### src/hw/rtl/assert_macros.svh
// Assertion helpers; every property is sampled on the rising edge of clock
// and held off while reset is high.
`ifndef ASSERT_MACROS_SVH
`define ASSERT_MACROS_SVH

// Property that must hold in every cycle.
`define ASSERT_ALWAYS(label, expr, msg) \
   label: assert property (@(posedge clock) disable iff (reset) (expr)) else $error(msg);

// Cause in one cycle, effect in the next.
`define ASSERT_NEXT(label, cause, effect, msg) \
   label: assert property (@(posedge clock) disable iff (reset) (cause) |=> (effect)) \
      else $error(msg);

`endif

### src/hw/rtl/u16s_pkg.sv
package u16s_pkg;

   localparam int DATA_W       = 16;
   localparam int CAPACITY_DEF = 64;

   // Commands from the controller to the datapath
   typedef struct packed {
      logic cap_in;      // latch the accepted beat
      logic ovf_set;     // mark the current set as having lost values
      logic seek_start;  // start the insertion point at the fill count
      logic rd_seek;     // read the entry below the insertion point
      logic step_shift;  // move the read entry up one place
      logic place;       // write the new value at the insertion point
      logic out_start;   // rewind the output index
      logic rd_out;      // read the entry at the output index
      logic load_out;    // load the result register
      logic out_next;    // advance the output index
      logic clear_set;   // drop fill count and overflow mark
   } cmd_type;

   // Status from the datapath to the controller
   typedef struct packed {
      logic full;        // store holds CAPACITY values
      logic j_zero;      // insertion point at the bottom
      logic greater;     // read entry is above the new value
      logic item_last;   // latched beat closes the set
      logic out_last;    // result register holds the final value
   } stat_type;

endpackage

### src/hw/rtl/uint16_array_sorter.sv
// Sorts sets of unsigned 16-bit values into ascending order. Send a set one
// value per beat on the req_ side and mark its final beat with req_tlast; the
// block then returns the whole set on the rsp_ side, smallest first, one value
// per beat, with rsp_tlast on the final one. Duplicates come back as often as
// they arrived. The store holds CAPACITY values; further values of a set are
// dropped, and every result beat of that set then carries rsp_tuser = 1.
// Each value is inserted into a sorted single-port-read memory as it arrives:
// every stored value greater than the new one is read and moved up one place,
// then the new value is written at the insertion point, and req_tready stays
// low meanwhile. A dropped beat is not written. Each result is read from the
// memory into a register and then loaded into the output register; the next
// read starts only once rsp_tready has taken the beat. No clearing pass follows
// reset: a fill count marks the valid entries, so the block accepts beats
// straight after reset.
`include "assert_macros.svh"

module uint16_array_sorter #(
   parameter int CAPACITY = u16s_pkg::CAPACITY_DEF
) (
   input  logic        clock,
   input  logic        reset,
   // input set
   input  logic        req_tvalid,
   output logic        req_tready,
   input  logic [15:0] req_tdata,   // [15:0] value
   input  logic        req_tlast,   // last
   // sorted results
   output logic        rsp_tvalid,
   input  logic        rsp_tready,
   output logic [15:0] rsp_tdata,   // [15:0] sorted_value
   output logic        rsp_tlast,   // last_out
   output logic        rsp_tuser    // [0] overflow
);

   u16s_pkg::cmd_type  cmd;
   u16s_pkg::stat_type stat;

   // sequencing of insertion and readout
   u16s_ctrl u_ctrl (
      .clock      (clock),
      .reset      (reset),
      .req_tvalid (req_tvalid),
      .req_tlast  (req_tlast),
      .req_tready (req_tready),
      .rsp_tvalid (rsp_tvalid),
      .rsp_tready (rsp_tready),
      .stat       (stat),
      .cmd        (cmd)
   );

   // store, insertion pointer, fill count and result register
   u16s_dp #(
      .CAPACITY (CAPACITY)
   ) u_dp (
      .clock     (clock),
      .reset     (reset),
      .cmd       (cmd),
      .stat      (stat),
      .in_value  (req_tdata),
      .in_last   (req_tlast),
      .out_value (rsp_tdata),
      .out_last  (rsp_tlast),
      .out_ovf   (rsp_tuser)
   );

   // Input and output sides never run at once
   `ASSERT_ALWAYS(a_no_overlap, !(req_tready && rsp_tvalid), "input open during readout")
   // Closing result beat hands control straight back to the input side
   `ASSERT_NEXT(a_close_to_idle, rsp_tvalid && rsp_tready && rsp_tlast, req_tready, "not closed")
   // One memory write at a time: shift and placement exclude each other
   `ASSERT_ALWAYS(a_one_write, !(cmd.place && cmd.step_shift), "shift and place at once")
   // Overflow is only raised on a full store
   `ASSERT_ALWAYS(a_ovf_full, !cmd.ovf_set || stat.full, "overflow marked with room left")

endmodule

### src/hw/rtl/u16s_dp.sv
module u16s_dp #(
   parameter int CAPACITY = u16s_pkg::CAPACITY_DEF
) (
   input  logic                         clock,
   input  logic                         reset,
   input  u16s_pkg::cmd_type            cmd,
   output u16s_pkg::stat_type           stat,
   input  logic [u16s_pkg::DATA_W-1:0]  in_value,
   input  logic                         in_last,
   output logic [u16s_pkg::DATA_W-1:0]  out_value,
   output logic                         out_last,
   output logic                         out_ovf
);

   localparam int IDX_W = (CAPACITY > 1) ? $clog2(CAPACITY) : 1;
   localparam int CNT_W = $clog2(CAPACITY + 1);

   logic [u16s_pkg::DATA_W-1:0] mem [CAPACITY];

   logic [u16s_pkg::DATA_W-1:0] v_ff, v_in;
   logic                        last_ff, last_in;
   logic [IDX_W-1:0]            j_ff, j_in;
   logic [IDX_W-1:0]            k_ff, k_in;
   logic [CNT_W-1:0]            count_ff, count_in;
   logic                        ovf_ff, ovf_in;
   logic [u16s_pkg::DATA_W-1:0] rdata_ff;
   logic [u16s_pkg::DATA_W-1:0] oval_ff, oval_in;
   logic                        olast_ff, olast_in;
   logic                        oovf_ff, oovf_in;

   logic [IDX_W-1:0]            rd_addr;
   logic                        wr_en;
   logic [u16s_pkg::DATA_W-1:0] wr_data;
   logic                        k_is_final;

   assign rd_addr = cmd.rd_seek ? (j_ff - IDX_W'(1)) : k_ff;
   assign wr_en   = cmd.step_shift | cmd.place;
   assign wr_data = cmd.step_shift ? rdata_ff : v_ff;
   assign k_is_final = (CNT_W'(k_ff) + CNT_W'(1)) == count_ff;

   always_ff @(posedge clock) begin
      if (wr_en) begin
         mem[j_ff] <= wr_data;
      end
      if (cmd.rd_seek | cmd.rd_out) begin
         rdata_ff <= mem[rd_addr];
      end
   end

   always_comb begin
      v_in     = cmd.cap_in ? in_value : v_ff;
      last_in  = cmd.cap_in ? in_last : last_ff;
      j_in     = j_ff;
      if (cmd.seek_start) begin
         j_in = count_ff[IDX_W-1:0];
      end else if (cmd.step_shift) begin
         j_in = j_ff - IDX_W'(1);
      end
      k_in     = k_ff;
      if (cmd.out_start) begin
         k_in = '0;
      end else if (cmd.out_next) begin
         k_in = k_ff + IDX_W'(1);
      end
      count_in = count_ff;
      ovf_in   = ovf_ff;
      if (cmd.clear_set) begin
         count_in = '0;
         ovf_in   = 1'b0;
      end else begin
         if (cmd.place) begin
            count_in = count_ff + CNT_W'(1);
         end
         if (cmd.ovf_set) begin
            ovf_in = 1'b1;
         end
      end
      oval_in  = cmd.load_out ? rdata_ff : oval_ff;
      olast_in = cmd.load_out ? k_is_final : olast_ff;
      oovf_in  = cmd.load_out ? ovf_ff : oovf_ff;
   end

   always_ff @(posedge clock) begin
      if (reset) begin
         count_ff <= '0;
         ovf_ff   <= 1'b0;
      end else begin
         count_ff <= count_in;
         ovf_ff   <= ovf_in;
      end
      v_ff     <= v_in;
      last_ff  <= last_in;
      j_ff     <= j_in;
      k_ff     <= k_in;
      oval_ff  <= oval_in;
      olast_ff <= olast_in;
      oovf_ff  <= oovf_in;
   end

   assign stat.full      = (count_ff == CNT_W'(CAPACITY));
   assign stat.j_zero    = (j_ff == '0);
   assign stat.greater   = (rdata_ff > v_ff);
   assign stat.item_last = last_ff;
   assign stat.out_last  = olast_ff;

   assign out_value = oval_ff;
   assign out_last  = olast_ff;
   assign out_ovf   = oovf_ff;

endmodule

### src/hw/rtl/u16s_ctrl.sv
module u16s_ctrl (
   input  logic                clock,
   input  logic                reset,
   input  logic                req_tvalid,
   input  logic                req_tlast,
   output logic                req_tready,
   output logic                rsp_tvalid,
   input  logic                rsp_tready,
   input  u16s_pkg::stat_type  stat,
   output u16s_pkg::cmd_type   cmd
);

   typedef enum logic [5:0] {
      S_IDLE     = 6'b000001,
      S_SEEK     = 6'b000010,
      S_CMP      = 6'b000100,
      S_OUT_RD   = 6'b001000,
      S_OUT_LD   = 6'b010000,
      S_OUT_WAIT = 6'b100000
   } state_type;

   state_type state_ff, state_in;

   always_comb begin
      state_in = state_ff;
      cmd      = '0;
      unique case (state_ff)
         S_IDLE: begin
            if (req_tvalid) begin
               cmd.cap_in = 1'b1;
               if (stat.full) begin
                  // drop the beat, keep the set open unless it closes here
                  cmd.ovf_set = 1'b1;
                  if (req_tlast) begin
                     cmd.out_start = 1'b1;
                     state_in      = S_OUT_RD;
                  end
               end else begin
                  cmd.seek_start = 1'b1;
                  state_in       = S_SEEK;
               end
            end
         end
         S_SEEK: begin
            if (stat.j_zero) begin
               cmd.place = 1'b1;
               if (stat.item_last) begin
                  cmd.out_start = 1'b1;
                  state_in      = S_OUT_RD;
               end else begin
                  state_in = S_IDLE;
               end
            end else begin
               cmd.rd_seek = 1'b1;
               state_in    = S_CMP;
            end
         end
         S_CMP: begin
            if (stat.greater) begin
               cmd.step_shift = 1'b1;
               state_in       = S_SEEK;
            end else begin
               cmd.place = 1'b1;
               if (stat.item_last) begin
                  cmd.out_start = 1'b1;
                  state_in      = S_OUT_RD;
               end else begin
                  state_in = S_IDLE;
               end
            end
         end
         S_OUT_RD: begin
            cmd.rd_out = 1'b1;
            state_in   = S_OUT_LD;
         end
         S_OUT_LD: begin
            cmd.load_out = 1'b1;
            state_in     = S_OUT_WAIT;
         end
         S_OUT_WAIT: begin
            if (rsp_tready) begin
               if (stat.out_last) begin
                  cmd.clear_set = 1'b1;
                  state_in      = S_IDLE;
               end else begin
                  cmd.out_next = 1'b1;
                  state_in     = S_OUT_RD;
               end
            end
         end
         default: begin
            state_in = S_IDLE;
         end
      endcase
   end

   always_ff @(posedge clock) begin
      if (reset) begin
         state_ff <= S_IDLE;
      end else begin
         state_ff <= state_in;
      end
   end

   assign req_tready = (state_ff == S_IDLE) && !reset;
   assign rsp_tvalid = (state_ff == S_OUT_WAIT) && !reset;

endmodule
### config.mk
export PLATFORM = sky130hd
export DESIGN_NAME = uint16_array_sorter
export DESIGN_NICKNAME = d
export VERILOG_FILES = /design/src/hw/rtl/u16s_pkg.sv /design/src/hw/rtl/uint16_array_sorter.sv /design/src/hw/rtl/u16s_dp.sv /design/src/hw/rtl/u16s_ctrl.sv
export VERILOG_INCLUDE_DIRS = /design/src /design/src/hw/rtl
export SDC_FILE = /design/constraint.sdc
export NUM_CORES = 1
export LEC_CHECK = 0
export CORE_ASPECT_RATIO = 1.2
export CORE_UTILIZATION = 60
export CTS_CLUSTER_DIAMETER = 50
export CTS_CLUSTER_SIZE = 10
export DETAILED_ROUTE_END_ITERATION = 10
export DONT_BUFFER_PORTS = 1
export PLACE_DENSITY = 0.76
export SLEW_MARGIN = 20
export SYNTH_ARGS = -nofsm -noshare
export SYNTH_HDL_FRONTEND = slang
export SYNTH_SLANG_ARGS = --single-unit
### constraint.sdc
create_clock -name clock -period 11.65 [get_ports clock]
set_input_delay 2.33 -clock clock [delete_from_list [all_inputs] [get_ports clock]]
set_output_delay 2.33 -clock clock [all_outputs]
set_load 0.005 [all_outputs]
[Yosys cells after proc, flatten, opt, wreduce, memory -nomap -nowiden]
Memories as Yosys holds them, arrays and structs flattened. A register that Yosys moved wholly into a read port is not among the register bits.
Index checks and enable logic that the tools add are counted.
Storage, ports and cells
  register bits after elaboration: 61
  latch bits: 0
  memory bits (writable): 1024
  memory bits (read-only): 0
  input bits: 21
  output and inout bits: 20
  memories: 1
Cells by class
  add/subtract/negate cells: 4
  multiply operators: 0
  div/mod/pow operators: 0
  $lt $le $gt $ge: 1
  equal/unequal tests: 11
  shifts and indexed selects: 0
  muxes and demuxes: 37
  bitwise gates (word level): 2
  reduce and logical (&&, ||, !) cells: 7
Memories
  u_dp.mem: words 64, bits a word 16, rd ports 1, clocked after memory_dff 1, write ports 1, RTL line u16s_dp.sv:18  | logic [u16s_pkg::DATA_W-1:0] mem [CAPACITY];
Operators by type and width (number)
  6-bit two-way mux: 8
  6-bit case mux with 6 select lines: 1
  16-bit > comparator: 1
  1-bit two-way mux: 16
  16-bit two-way mux: 1
  4-bit two-way mux: 3
  2-bit two-way mux: 4
  6-bit by 1-bit adder with 7-bit output, second input constant: 1
  7-bit by 1-bit adder with 7-bit output, second input constant: 1
  7-bit equality test: 1
  7-bit equality test, second input constant: 1
  6-bit by 1-bit adder with 6-bit output, second input constant: 1
  6-bit by 1-bit equality test with 1-bit output, second input constant: 1
  6-bit by 2-bit equality test with 1-bit output, second input constant: 1
  6-bit by 3-bit equality test with 1-bit output, second input constant: 1
  6-bit by 4-bit equality test with 1-bit output, second input constant: 1
  6-bit by 5-bit equality test with 1-bit output, second input constant: 1
  6-bit equality test, second input constant: 1
  6-bit zero test: 1
  3-bit two-way mux: 2
  6-bit by 1-bit subtractor with 6-bit output, second input constant: 1
  2-bit != test, second input constant: 2
  3-bit != test, second input constant: 1
  1-bit case mux with 3 select lines: 1
  other kinds (7): 9

[Longest topological paths before layout]
Gate-level depths: netlist (run 1).
  depth after elaboration: 6
  mapped depth: 15
  mapped depth without buffers: 10

[Cells and area by module]
From an unflattened synthesis (run 1), not the netlist that was laid out.
Second synthesis, totals
  cells, all modules: 2521
  area total of the unflattened synthesis: 43614.3 um2
Modules (own cells, without submodules)
  u16s_dp: instances 1, cells each 2461, area an instance 43145.1 um2, sequential area each 32741.4 um2
  u16s_ctrl: instances 1, cells each 60, area an instance 469.2 um2, sequential area each 120.1 um2

[Worst setup path after synthesis (run 1)]
Ideal clock, no wire load.
  kind: flip-flop to flip-flop
  start: register u_dp.rdata_ff[5] (netlist bit) (read register of u_dp.mem)
  end: memory u_dp.mem[0][15] (netlist bit) (data pin)
  data arrival time: 4.279 ns
  setup slack: 6.669 ns
  cell stages (with the launch flop): 10
  period minus slack after synthesis: 4.981 ns
  path through: edfxtp_1 -> ha_1 -> a21o_1 -> a21oi_1 -> nor2b_1 -> o31ai_1 -> a31oi_1 -> nor2b_1 -> clkbuf_1 -> o21ai_0
Between the ends
  cells in the longest elaborated chain, start to end: 4
Ends and longest elaborated chain
  start: declaration: RTL line u16s_dp.sv:26  | logic [u16s_pkg::DATA_W-1:0] rdata_ff;
  16-bit > comparator: RTL line u16s_dp.sv:102  | assign stat.greater = (rdata_ff > v_ff);
  1-bit two-way mux: RTL line u16s_ctrl.sv:59  | if (stat.greater) begin
  1-bit two-way mux: RTL line u16s_ctrl.sv:27  | unique case (state_ff)
  16-bit two-way mux: RTL line u16s_dp.sv:38  | assign wr_data = cmd.step_shift ? rdata_ff : v_ff;
  net u_dp.wr_data, one bit: RTL line u16s_dp.sv:33  | logic [u16s_pkg::DATA_W-1:0] wr_data;
  end: declaration: RTL line u16s_dp.sv:18
The timed path passes the listed nets, and every way through them passes these cells.

[Final worst setup path (run 1)]
  start: register u_dp.j_ff[0]
  end: register u_dp.rdata_ff[9] (netlist bit) (read register of u_dp.mem) (data pin)
Between the ends
  cells in the longest elaborated chain, start to end: 4
  elaborated cells between the ends (all ways): 6
  those cells by class: 1 x add/sub; 3 x mux; 1 x bitwise; 1 x reduce/logical
Ends and longest elaborated chain
  start: declaration: RTL line u16s_dp.sv:22  | logic [IDX_W-1:0] j_ff, j_in;
  start signal: assignment: RTL line u16s_dp.sv:93  | j_ff <= j_in;
  branches (longest 4 deep; another with 6-bit by 1-bit subtractor with 6-bit output)
Parallel ways; which one is timed is not known.
A chain may end at the register's enable or synchronous reset.

==> results.py, run 1 <==
metrics = {
    "status": {
        "status": "finished clean",
    },
    "global_route": {
        "grt_pass1_vias": 24700,
        "grt_max_degree": 159,
        "antenna_found_initial": 1,
        "grtUsageTotal_pct": 29.5,
        "grt_pass1_wl_um": 158000,
        "grt_overflow_total": 0,
    },
    "power_and_ir_drop": {
        "p_sw_w": 0.00167,
        "powerDensity_nw_per_um2": 167,
        "share_comb_of_total_power_pct": 4.1,
        "peakVddDrop_mv": 0.121,
        "power.share.sequential_pct": 54.8,
        "cellLeakagePower_nw": 17.1,
        "internal_power_w": 0.00638,
        "clockPowerShare_pct": 41.1,
        "switching_share_pct": 20.8,
    },
    "clocking": {
        "clock-sinks": 1101,
        "cts_setup_buffers": 0,
        "clk_pin_slew_ns": 0.05,
        "clockRootBuffer": "clkbuf_16",
        "cts_buffer_depth": 3,
        "cts_tree": "yes",
        "cts_max_level": 3,
        "cts_resized": 0,
        "cts_made_buffers": 121,
        "ctsHoldBuffers": 0,
        "clkLatencyLatePin_ns": 0.70,
    },
    "critical_path": {
        "cp.arrival_ns": 6.79,
        "rr_worst_depth": 13,
        "crit_chain": "inv_1, ha_1, a311oi_4, buf_4, mux2i_4, buf_12, buf_4, buf_4, mux2i_1, o22ai_1, o21ai_0, and4_1, nand4_1",
        "r2r_slack_ns": 5.26,
        "crit_path_max_fanout": 158,
        "cpMaxStageDelayCell": "buf_4",
        "crit_path_max_incr_delay_ns": 1.00,
        "worstSetupPathType": "reg -> reg",
        "required_ns": 12.05,
        "cp-endpoint": "u_dp.rdata_ff[9]",
        "crit_path_start_kind": "flop",
        "rr_endpoint": "u_dp.rdata_ff[9]",
        "timing.rr.start": "u_dp.j_ff[0]",
        "cp-end-kind": "flop",
        "critPathMostFrequentCell": "buf_4",
        "crit_start": "u_dp.j_ff[0]",
    },
    "sta": {
        "setup_violations": 0,
        "fmax_mhz": 157,
        "hold-worst-slack_ns": 0.439,
        "post-route-min-period_ns": 6.39,
        "final-max-slew-violation-count": 0,
        "setup_slack_ns": 5.26,
        "hold_viol": 0,
        "fin_tns_setup_ns": 0,
        "rsz0062_at_grt": "no",
        "slew_headroom_pct": 15.7,
        "worst_pin_slew_ns": 1.25,
        "finalCritPeriodShare_pct": 54.8,
        "skew_ns": 0.0289,
    },
    "floorplanning": {
        "rows": 107,
        "start_util_pct": 61.0,
        "pin_count": 41,
        "die_area_um2": 73800,
        "core_um2": 71500,
        "die_x_um": 248,
        "die_h_um": 297,
    },
    "yosys": {
        "ys_ff_latch": 1101,
        "syn_inst": 2755,
        "synthFlopType": "edfxtp_1",
        "yosysWarnings": 0,
        "synth_edf_count": 1081,
        "yosysUniqueCellTypes": 60,
        "yosysSeqAreaShare_pct": 75.4,
        "syn_area_per_cell_um2": 15.8,
        "ys_async_sr_fraction_pct": 0,
        "syn_area_um2": 43600,
        "syn-num-nets": 2797,
    },
    "placed_design": {
        "post-place-ws_ns": 5.41,
        "dp.cells": 3607,
        "port_buffers": 0,
        "dp_hpwl_um": 61500,
        "gp_congestion": 0.863,
    },
    "drt": {
        "detail_route.wl_per_cell_um": 29.1,
        "ant_nets": 0,
        "drc": 0,
        "num_vias": 25400,
        "drt_wl_total_um": 109000,
        "viasPerCell": 6.75,
        "drt_iter0_markers": 3320,
        "drt_first_pass_iters": 7,
    },
    "layout": {
        "final_cells": 3765,
        "drive_gt1_share_pct": 9.87,
        "syn_to_final_growth_pct": 10.7,
        "fin_nets": 2846,
        "fillers": 4583,
    },
    "job": {
        "maxCapViolations": 0,
    },
    "min_path": {
        "hold_class": "reg -> reg",
    },
}
synthesized netlist by cell type, drive strengths merged (8+ instances only):
| cell type | count | area, um2 |
|---|---|---|
| buf | 81 | 603 |
| a21oi | 21 | 109 |
| ha | 21 | 263 |
| a32oi | 95 | 832 |
| nand3 | 78 | 390 |
| nor2b | 9 | 56.3 |
| mux2i | 358 | 3580 |
| nand4 | 56 | 350 |
| inv | 32 | 120 |
| nor3 | 8 | 40.0 |
| o21ai | 89 | 453 |
| nand2 | 355 | 1330 |
| a31oi | 21 | 144 |
| and3 | 17 | 106 |
| xnor2 | 11 | 96.3 |
| and4 | 18 | 158 |
| dfxtp | 20 | 400 |
| clkbuf | 76 | 285 |
| o22ai | 131 | 820 |
| nor2 | 98 | 368 |
| edfxtp | 1081 | 32500 |
how the worst min path moves through the flow:
stage / from / endpoint / cells past startpoint
CTS: u_dp.ovf_ff / u_dp.out_ovf / 0
floorplan: u_dp.ovf_ff / u_dp.out_ovf / 0
global placement: u_dp.ovf_ff / u_dp.out_ovf / 0
global route: u_dp.ovf_ff / u_dp.out_ovf / 0
finish: u_dp.ovf_ff / u_dp.out_ovf / 0
detailed placement: u_dp.ovf_ff / u_dp.out_ovf / 0
per-stage QoR:
stage               area, um2  total power (W)  utilization [%]
detailed placement      45000          0.00482             62.9
global route            48300          0.00824             67.5
CTS                     48300          0.00807             67.5
global placement        44900          0.00480             62.9
finish                  48300          0.00805             67.5
floorplan               43600          0.00469                -
area by class of cell:
cell class / instances / area (um2) / area share [%]
Clock inverter: 9 / 113 / 0.233
Inverter: 32 / 120 / 0.249
Timing Repair Buffer: 83 / 648 / 1.34
Tap cell: 926 / 1160 / 2.40
Sequential cell: 1101 / 32900 / 68.1
Multi-Input combinational cell: 1465 / 10200 / 21.1
Clock buffer: 147 / 3180 / 6.58
Antenna cell: 2 / 5.00 / 0.0104
layer usage:
metal,vias to the layer above,share of wire [%],global-route usage [%]
met1,12700,36,39.2
met4,0,4.9,14.6
met3,263,9.7,4.61
li1,10800,-,-
met5,-,0,0
met2,1592,49,47.7
layout by cell type, fill, tap and decap left out, types with 5 or more instances in the layout:
| master | n |
|---|---|
| nand2b_1 | 7 |
| mux2i_1 | 355 |
| edfxtp_1 | 1081 |
| ha_1 | 21 |
| nor3_1 | 7 |
| o21ai_1 | 5 |
| nor2_1 | 81 |
| nand4_1 | 56 |
| inv_1 | 32 |
| and2_1 | 5 |
| o21ai_0 | 67 |
| a32oi_1 | 94 |
| nand3b_1 | 7 |
| and4_1 | 18 |
| nor2_2 | 13 |
| nand3_1 | 78 |
| nor2b_1 | 8 |
| xnor2_1 | 11 |
| nand2_1 | 355 |
| o22ai_1 | 131 |
| clkbuf_1 | 23 |
| a21oi_1 | 20 |
| buf_4 | 81 |
| xor2_1 | 7 |
| dfxtp_1 | 20 |
| o21ai_4 | 17 |
| a31oi_1 | 19 |
| clkbuf_16 | 123 |
| and3_1 | 17 |
| or3_1 | 5 |
logic make-up (layout without fill, tap and decap cells):
group | Yosys count | in the layout | synth area share (%)
and+or+nand+nor | 682 | 682 | 7.12
muxes | 362 | 362 | 8.32
DFF | 1101 | 1101 | 75.4
other | 0 | 2 | 0
buffers and inverters | 189 | 271 | 2.31
xor gates and xnor gates | 18 | 18 | 0.362
AOI/OAI and AO/OA | 382 | 382 | 5.92
adders and majority gates | 21 | 21 | 0.603
flip-flops by register name, indices dropped and copies added (netlist names):
signal / flops
u_dp.mem: 1024
u_ctrl.state_ff: 6
u_dp.out_value: 16
u_dp.count_ff: 7
u_dp.out_last: 1
u_dp.k_ff: 6
u_dp.j_ff: 6
u_dp.rdata_ff: 16
u_dp.ovf_ff: 1
u_dp.v_ff: 16
u_dp.last_ff: 1
u_dp.out_ovf: 1
critical path: cells and delay by family (launching register included):
family / cells / cell delay, ns
compound gates: 3 / 0.57
buf+inv: 5 / 3.35
mux: 2 / 0.67
simple gates: 2 / 0.39
flops: 1 / 0.61
fa+ha+maj: 1 / 0.32
power groups by stage:
stage / sequential [W] / clock (W) / combinational (W)
floorplan: 0.00450 / 0 / 0.000194
global placement: 0.00449 / 0 / 0.000305
detailed placement: 0.00450 / 0 / 0.000320
CTS: 0.00442 / 0.00333 / 0.000322
global route: 0.00442 / 0.00348 / 0.000343
finish: 0.00442 / 0.00331 / 0.000328
Power figures use the tool's default switching activity.
==> run 2, diff against run 1 <==
- ABC_AREA: default -> 1
- clock period: 11.65 -> 6.6 ns (I/O delays scaled with it)
==> run 2 against run 1 <==
Compared with the run above: non-clock buffer count increased by 23; sequential power increased by 76%; die area increased by 12%.
==> results.py, run 2 <==
metrics = {
    "yosys": {
        "synthFlopType": "edfxtp_1",
        "syn_area_per_cell_um2": 10.2,
        "synth-compound-area-share_pct": 0.641,
        "synth_area_leaders": "edfxtp_1, nand3_1, nand2_1",
        "synthTopCellsByCount": "nand3_1, nand2_1, edfxtp_1",
        "yosysWarnings": 0,
        "yosys.area_share.xor_xnor_pct": 0.287,
        "yosysUniqueCellTypes": 35,
        "ys_ff_latch": 1101,
        "synth_top_family_by_area": "simple AND/OR/NAND/NOR gates",
        "syn_area_um2": 48800,
        "yosysSeqAreaShare_pct": 67.4,
        "syn_inst": 4772,
        "synthMuxAreaShare_pct": 0,
        "synth_edf_count": 1081,
        "syn-num-nets": 4814,
        "ys_async_sr_fraction_pct": 0,
        "yosys.area.top_type": "edfxtp_1",
        "synth_top_area_share_pct": 66.6,
        "synth_simple_gate_area_share_pct": 20.8,
        "synth_most_common_cell": "nand3_1",
        "synthAdderAreaFrac_pct": 0.539,
    },
    "critical_path": {
        "crit_path_start_kind": "flop",
        "cp.arrival_ns": 5.06,
        "crit_start": "u_dp.j_ff[0]",
        "timing.rr.start": "u_dp.j_ff[0]",
        "worstSetupPathType": "reg -> reg",
        "crit_path_max_fanout": 114,
        "required_ns": 7.04,
        "cp-end-kind": "flop",
    },
    "drt": {
        "drt_iter0_markers": 4341,
        "ant_nets": 0,
        "drt_wl_total_um": 127000,
        "drt_first_pass_iters": 9,
        "viasPerCell": 5.80,
        "num_vias": 33800,
        "drc": 0,
        "detail_route.wl_per_cell_um": 21.7,
    },
    "layout": {
        "largest_register_ffs": 1024,
        "drive_gt1_share_pct": 5.97,
        "diodes": 0,
        "final_cells": 5834,
        "syn_to_final_growth_pct": 9.48,
        "layout_common_cells": "nand3_1, nand2_1, edfxtp_1",
        "final_common_cell": "nand3_1",
        "largest_register": "u_dp.mem",
        "fin_nets": 4807,
    },
    "floorplanning": {
        "start_util_pct": 60.6,
        "die_area_um2": 82400,
        "die_h_um": 314,
        "pin_count": 41,
        "rows": 114,
        "core_um2": 80400,
        "die_x_um": 262,
    },
    "sta": {
        "hold-worst-slack_ns": 0.454,
        "fin_tns_setup_ns": 0,
        "finalCritPeriodShare_pct": 70.0,
        "hold_viol": 0,
        "slew_headroom_pct": 18.9,
        "setup_violations": 0,
        "post-route-min-period_ns": 4.62,
        "final-max-slew-violation-count": 0,
        "rsz0062_at_grt": "no",
        "fmax_mhz": 217,
        "skew_ns": 0.0333,
        "worst_pin_slew_ns": 1.21,
    },
    "status": {
        "status": "finished clean",
    },
    "global_route": {
        "grt_pass1_wl_um": 191000,
        "grtUsageTotal_pct": 30.8,
        "grt_pass1_vias": 33100,
        "grt_max_degree": 175,
        "grt_overflow_total": 0,
        "antenna_found_initial": 0,
    },
    "power_and_ir_drop": {
        "peakVddDrop_mv": 0.250,
        "cellLeakagePower_nw": 22.4,
        "powerDensity_nw_per_um2": 270,
        "power_w": 0.0144,
    },
    "placed_design": {
        "dp_hpwl_um": 69700,
        "gp_congestion": 0.880,
        "port_buffers": 0,
        "dp.cells": 5686,
    },
    "min_path": {
        "min-delay-start": "u_dp.ovf_ff",
        "hold_class": "reg -> reg",
    },
    "clocking": {
        "cts_made_buffers": 121,
        "clkLatencyLatePin_ns": 0.70,
        "clockRootBuffer": "clkbuf_16",
        "cts_buffer_depth": 3,
        "cts_setup_buffers": 0,
        "ctsHoldBuffers": 0,
        "cts_max_level": 3,
        "clock-sinks": 1101,
        "cts_tree": "yes",
        "clk_pin_slew_ns": 0.06,
        "cts_resized": 0,
    },
    "job": {
        "maxCapViolations": 0,
    },
}
==> run 2: changes by cell type after synthesis, moves of 55 or more <==
cell	change
o22ai_1	-130
inv_1	+993
o21ai_0	-55
nand3_1	+1010
a32oi_1	-95
buf_2	+116
mux2i_1	-358
nand2_1	+732
==> run 2: per-layer routing <==
metal	up-vias	GRT usage [%]	wire [um]
met4	0	19.8	8000
met5	-	0	0
met2	1986	51.1	61500
met1	16000	37.7	44500
li1	15400	-	-
met3	385	5.27	12600
==> run 2: worst max-delay path, stage by stage, from the launching register on <==
cell and delay [ns]:
edfxtp_1 0.50, inv_2 0.19, ha_1 0.24, nand3_4 0.12
nand2_4 0.18, nand2_4 0.62, nand2_4 0.75, buf_12 0.49
nand2_1 0.15, nand3_1 0.13, nand3_1 0.11, nand3_1 0.18
nand3_1 0.27, nand3_1 0.23, nand2_1 0.07
==> run 2: cells by family (layout without fill, tap and decap cells) <==
logic type      after synthesis  count (layout)
buf+inv                    1265            1283
xor+xnor                     16              16
compound gates               59              59
simple gates               2310            2310
flops                      1101            1101
fa+ha+maj                    21              21
==> run 2: stage by stage <==
| stage | util [%] | cell area, um2 | setup slack (ns) |
|---|---|---|---|
| final | 66.4 | 53400 | 1.98 |
| after CTS | 66.4 | 53400 | 2.08 |
| after global placement | 62.3 | 50100 | 2.14 |
| after floorplan | - | 48800 | 1.92 |
| after detailed placement | 62.3 | 50100 | 2.13 |
| after global routing | 66.4 | 53400 | 1.85 |
==> run 2: final timing paths <==
check / endpoint / slack, ns / cells after the start
worst min-delay path: u_dp.out_ovf / 0.45 / 0
worst min register to register: u_dp.out_ovf / 0.45 / 0
worst max-delay path: u_dp.rdata_ff[5] / 1.98 / 14
worst max register to register: u_dp.rdata_ff[5] / 1.98 / 14
==> run 2: cell type report <==
cell class | instances | area, um2
inverters | 1029 | 3870
repair buffers | 106 | 921
flip-flops and latches | 1101 | 32900
multi-input cells | 2406 | 11200
clock buffers | 138 | 3180
fillers | 5875 | 27000
well taps | 1044 | 1310
clock inverters | 10 | 95.1
==> run 2: where the power goes <==
group	internal (W)	total [W]	switching, W	leakage, nW
registers	0.00777	0.00779	0.0000201	9.89
logic	0.000162	0.000769	0.000607	11.0
clock network	0.00333	0.00585	0.00252	1.60
